$ cat src/rtl/wosc_pkg.sv
// Package for the wavetable oscillator: table geometry, datapath widths,
// controller state codes, configuration register indexes and shared types.
// No dependencies; wosc_dp, the top level and the testbench import it.
package wosc_pkg;

  localparam int TABLE_BITS = 10;
  localparam int NUM_WAVES  = 4;
  localparam int FRAC_BITS  = 22;

  localparam int TSIZE      = 1 << TABLE_BITS;
  localparam int PHASE_BITS = TABLE_BITS + FRAC_BITS;
  localparam int STORE_DEPTH = NUM_WAVES * TSIZE;
  localparam int AW          = $clog2(STORE_DEPTH);
  localparam int SAMPLE_W    = 16;

  // Interpolation and scaling widths.
  localparam int IW  = FRAC_BITS + 18;
  localparam int LW  = IW / 2;
  localparam int HW  = IW - LW;
  localparam int FW  = IW + 17;
  localparam int SH  = FRAC_BITS + 14;

  // Pitch-scaled step widths.
  localparam int PPW = 49;
  localparam int SEW = (PHASE_BITS > 35) ? PHASE_BITS : 35;

  localparam int CFG_W = 32;

  localparam logic [1:0] CFG_WAVE_SELECT  = 2'd0;
  localparam logic [1:0] CFG_PHASE_STEP   = 2'd1;
  localparam logic [1:0] CFG_AMPLITUDE    = 2'd2;
  localparam logic [1:0] CFG_PITCH_ENABLE = 2'd3;

  localparam logic [1:0]  RST_WAVE_SELECT  = 2'd0;
  localparam logic [31:0] RST_PHASE_STEP   = 32'd41943040;
  localparam logic [15:0] RST_AMPLITUDE    = 16'd16384;
  localparam logic        RST_PITCH_ENABLE = 1'b0;

  localparam logic REQ_TICK  = 1'b0;
  localparam logic REQ_WRITE = 1'b1;

  typedef enum logic [6:0] {
    S_IDLE = 7'b0000001,
    S_RDA  = 7'b0000010,
    S_RDB  = 7'b0000100,
    S_DIFF = 7'b0001000,
    S_INT  = 7'b0010000,
    S_SCL  = 7'b0100000,
    S_SUM  = 7'b1000000
  } state_t;

  typedef struct packed {
    logic take;
    logic ld_a;
    logic ld_mul;
    logic ld_int;
    logic ld_scl;
    logic adv;
  } dp_ctl_t;

  function automatic logic [AW-1:0] store_addr(input logic [31:0] wave,
                                               input logic [31:0] idx);
    logic [31:0] sum;
    sum = (wave << TABLE_BITS) + idx;
    return sum[AW-1:0];
  endfunction

endpackage

$ cat src/rtl/wosc_dp.sv
// Oscillator datapath: phase accumulator, interpolation, gain and saturation,
// and the pitch-scaled step. Depends on wosc_pkg; sequenced by the top level.
module wosc_dp import wosc_pkg::*; (
  input  logic                      clk,
  input  logic                      rst_n,
  input  dp_ctl_t                   ctl,
  input  logic signed [15:0]        pitch_mod,
  input  logic signed [15:0]        rdata,
  input  logic [31:0]               phase_step,
  input  logic [15:0]               amplitude,
  input  logic                      pitch_enable,
  output logic [TABLE_BITS-1:0]     idx0,
  output logic signed [SAMPLE_W-1:0] sample
);

  logic [PHASE_BITS-1:0] phase_r, phase_nxt;
  logic signed [15:0]    pitch_r;
  logic signed [15:0]    a_r;
  logic signed [IW-1:0]  prod_r, prod_nxt;
  logic signed [PPW-1:0] pprod_r, pprod_nxt;
  logic signed [IW-1:0]  interp_r, interp_nxt;
  logic [LW+15:0]        pl_r, pl_nxt;
  logic signed [HW+16:0] ph_r, ph_nxt;

  logic signed [16:0]        diff;
  logic signed [FRAC_BITS:0] frac;
  logic signed [16:0]        fac;
  logic signed [IW-1:0]      a_ext;
  logic [LW-1:0]             lo;
  logic signed [HW-1:0]      hi;
  logic signed [FW-1:0]      full, ysh;
  logic signed [SEW-1:0]     step_ext;

  localparam logic signed [FW-1:0] SAT_HI = FW'(32767);
  localparam logic signed [FW-1:0] SAT_LO = FW'(-32768);

  assign idx0 = phase_r[PHASE_BITS-1:FRAC_BITS];

  always_comb begin
    diff      = 17'(rdata) - 17'(a_r);
    frac      = $signed({1'b0, phase_r[FRAC_BITS-1:0]});
    prod_nxt  = diff * frac;
    fac       = 17'sd16384 + 17'(pitch_r);
    pprod_nxt = $signed({1'b0, phase_step}) * fac;

    a_ext      = IW'(a_r);
    interp_nxt = (a_ext <<< FRAC_BITS) + prod_r;

    lo     = interp_r[LW-1:0];
    hi     = interp_r[IW-1:LW];
    pl_nxt = {16'd0, lo} * {{LW{1'b0}}, amplitude};
    ph_nxt = hi * $signed({1'b0, amplitude});

    full = (FW'(ph_r) <<< LW) + $signed(FW'(pl_r));
    ysh  = full >>> SH;
    if (ysh > SAT_HI) begin
      sample = 16'sh7FFF;
    end else if (ysh < SAT_LO) begin
      sample = 16'sh8000;
    end else begin
      sample = ysh[SAMPLE_W-1:0];
    end

    if (pitch_enable) begin
      step_ext = SEW'(pprod_r >>> 14);
    end else begin
      step_ext = $signed(SEW'(phase_step));
    end
    phase_nxt = phase_r + step_ext[PHASE_BITS-1:0];
  end

  always_ff @(posedge clk) begin
    if (!rst_n) begin
      phase_r <= '0;
    end else if (ctl.adv) begin
      phase_r <= phase_nxt;
    end
  end

  always_ff @(posedge clk) begin
    if (ctl.take) begin
      pitch_r <= pitch_mod;
    end
    if (ctl.ld_a) begin
      a_r <= rdata;
    end
    if (ctl.ld_mul) begin
      prod_r  <= prod_nxt;
      pprod_r <= pprod_nxt;
    end
    if (ctl.ld_int) begin
      interp_r <= interp_nxt;
    end
    if (ctl.ld_scl) begin
      pl_r <= pl_nxt;
      ph_r <= ph_nxt;
    end
  end

endmodule

$ cat config.mk
export PLATFORM = sky130hd
export DESIGN_NAME = wosc_dp
export DESIGN_NICKNAME = d
export VERILOG_FILES = /design/src/rtl/wosc_pkg.sv /design/src/rtl/wosc_dp.sv
export SDC_FILE = /design/constraint.sdc
export NUM_CORES = 2
export LEC_CHECK = 0
export BUFFER_PORTS_ARGS = -buffer_cell sky130_fd_sc_hd__buf_2
export CAP_MARGIN = 10
export CORE_MARGIN = 4
export CORE_UTILIZATION = 40
export DETAILED_ROUTE_END_ITERATION = 8
export PLACE_DENSITY_LB_ADDON = 0.15
export SLEW_MARGIN = 20
export SYNTH_ARGS = -nofsm -noshare
export SYNTH_HDL_FRONTEND = slang
export SYNTH_SLANG_ARGS = --single-unit
export TNS_END_PERCENT = 30
$ cat constraint.sdc
create_clock -name clk -period 7.4 [get_ports clk]
set_input_delay 0.37 -clock clk [delete_from_list [all_inputs] [get_ports clk]]
set_output_delay 0.37 -clock clk [all_outputs]
set_load 0.05 [all_outputs]
==> flow_summary.toml <==
[placement]
dp_hpwl_um = 139000
dpl-instance-area_mm2 = 0.0675
place.gp.congestion = 0.882
port-buffer-count = 114
placed_cells = 8959

[floorplan]
die-area_mm2 = 0.163
io_pins = 115
coreArea_mm2 = 0.155
num_rows = 144
die_w_um = 404
fp.dieH_um = 404
initial_utilization_pct = 40.4

[cts]
clkTransAtPathRegs_ns = 0.06
cts_max_level = 2
clk_latency_ns = 0.59
cts_made_buffers = 35
cts_tree = "built"
root_buffer = "clkbuf_16"
clock_sinks = 229
clk_path_buf_depth = 3

[sta]
finalHoldViolations = 0
clock.fmax_ghz = 0.121
slew_viol_final = 0
finalCritPeriodShare_pct = 111
rsz0062_at_grt = "yes"
setup_slack_ns = -0.843
slew_headroom_pct = 29.7
setup_viol = 22
period_needed_ns = 8.24
tightest_slew_ns = 1.05
finClkSkew_ns = 0.0340

[logic_synthesis]
synth_xor_area_share_pct = 2.49
synth_top_family_by_area = "adder cells"
synthMuxAreaShare_pct = 0.940
syn_avg_cell_area_um2 = 9.25
synth_compound_area_share_pct = 5.67
ys_seq_area_share_pct = 10.5
synth_edf_count = 197
syn_inst = 6775
synth_cell_types = 78
ys_async_sr_fraction_pct = 0
yosys_warnings = 0
synth_fa_ha_area_share_pct = 53.0
yosys.area_share.simple_pct = 16.4
synthesis.nets = 8729
ys_ff_latch = 229
syn-cell-area_mm2 = 0.0627
synth-main-ff-cell = "edfxtp_1"

[cells_and_area]
finalInstanceArea_mm2 = 0.0694
drive_above_1_share_pct = 9.42
final_cells = 9070
post-route-util_pct = 44.8
most-common-layout-cells = "inv_1, fa_1, nand2_1, ha_1, and2_1"
final_common_cell = "inv_1"
synthToLayoutAreaGrowth_pct = 10.7
final_nets = 8946

[route]
dr.first_iter.drc_count = 2502
wirelength_um = 169000
drc = 0
ant_nets = 0
firstDrtPassIters = 7
vias = 45600
via_per_inst = 5.02
wl_per_cell_um = 18.7

[global_routing]
grt_pass1_vias = 48600
grt_max_degree = 63
grt_antenna_before_repair = 12
grt_pass1_wl_um = 275000
grt.total_usage_pct = 21.4
overflow = 0

[status]
run_status = "complete, but fails checks"
violations = "setup timing"

[worst_setup_path]
cp_slowest_cell = "fa_2"
crit_type = "reg2reg"
crit_path_end_kind = "register"
cp_common_cell = "fa_1"
critPathMaxStageDelay_ns = 0.52
timing.rr.end = "prod_r[38]"
ff2ff_setup_slack_ns = -0.84
critical_path_required_ns = 7.72
r2r-start = "a_r[0]"
r2r_cells = 32
cp-start-kind = "register"
path_max_fanout = 4
arrival_ns = 8.56

[worst_hold_path]
min_from = "rdata[9]"
whs_path_depth = 2
min_to = "a_r[9]"
hold_class = "in2reg"

[run]
maxCapViolCount = 0
## cells by family (layout without fill, tap and decap cells)
family,count (synthesis),count (layout)
AO/OA/AOI/OAI,536,536
other,0,7
flip-flops,229,229
XOR/XNOR,178,178
buffers and inverters,1821,2065
adder cells (fa/ha/maj),1865,1865
multiplexers,55,55
AND/OR/NAND/NOR,2091,2091
## worst max-delay path by stage
stage / start / endpoint / cells after the start
after floorplan: a_r[1] / prod_r[38] / 30
after global placement: rdata[0] / prod_r[38] / 32
after detailed placement: rdata[0] / prod_r[38] / 32
after CTS: a_r[0] / prod_r[38] / 33
after global routing: a_r[0] / prod_r[38] / 32
final: a_r[0] / prod_r[38] / 32
## critical path: cells and delay by family (launching register included)
family | cells | cell delay, ns
AOI/OAI and AO/OA | 12 | 2.35
adders and majority gates | 9 | 3.49
buffers and inverters | 5 | 0.46
DFF | 1 | 0.39
and+or+nand+nor | 6 | 1.26
## per-layer routing
layer	routed length, um	global-route usage (%)	vias up	share of wire [%]
met4	2980	3.79	0	1.8
met5	0	0	-	0
met1	77800	30.6	23500	46
met2	80100	35.6	919	47
li1	-	-	21000	-
met3	8440	2.33	155	5.0
## timing repair
action                                  4_1_cts  5_1_grt
pin swaps                                    19       16
hold buffers                                 22        0
buffers inserted                             12        6
endpoints found under the hold margin        22        0
endpoints found under the setup margin       23       26
resized for setup                            26       33
## cell usage after synthesis, types with 14 or more instances
library cell,instances,share of area (%)
inv_1,1495,9.0
fa_1,1319,42
nand2_1,994,6.0
ha_1,546,11
and2_1,533,5.3
clkbuf_1,304,1.8
edfxtp_1,197,9.4
nor2_1,142,0.85
a21oi_1,130,1.0
xnor2_1,128,1.8
o21ai_0,104,0.83
nor2b_1,99,0.99
nand2b_1,69,0.69
a21o_1,65,0.78
xor2_1,50,0.70
nor3_1,48,0.38
nand3_1,45,0.36
dfxtp_1,32,1.0
mux2_2,31,0.56
o21a_1,30,0.36
a211oi_1,27,0.32
and3_1,27,0.27
a31oi_1,24,0.24
mux2i_1,24,0.38
nor3b_1,21,0.25
nand4_1,18,0.18
or3_1,18,0.18
o211ai_1,17,0.20
a311oi_1,16,0.22
nand4b_1,16,0.22
o21ai_1,16,0.13
o311ai_1,16,0.22
o21bai_1,14,0.17
## registers in the layout, summed over array words and instances, names as in the netlist
signal    cells
pitch_r      16
pprod_r      32
ph_r         37
interp_r     40
prod_r       40
phase_r      32
a_r          16
pl_r         16
## metrics by stage
| step | setup WS [ns] | TNS, ns | hold slack (ns) |
|---|---|---|---|
| floorplan | -0.160 | -0.329 | 0.400 |
| global placement | -1.09 | -15.84 | 0.403 |
| detailed placement | -1.13 | -16.15 | 0.406 |
| CTS | -0.608 | -6.51 | 0.00413 |
| global route | -1.11 | -16.05 | 0.0415 |
| finish | -0.843 | -9.60 | 0.0602 |
## layout make-up
class	instances	area (um^2)
clock buffers	40	926
repair buffers	505	3770
inverters	1496	5620
diodes	7	17.5
fillers	15300	85600
flip-flops and latches	229	6560
clock inverters	24	273
well taps	2044	2560
multi-input cells	4725	49600
Power is left out: the tool's default activity adds up to more than one toggle a clock period on the data nets, which glitch-free logic cannot reach.
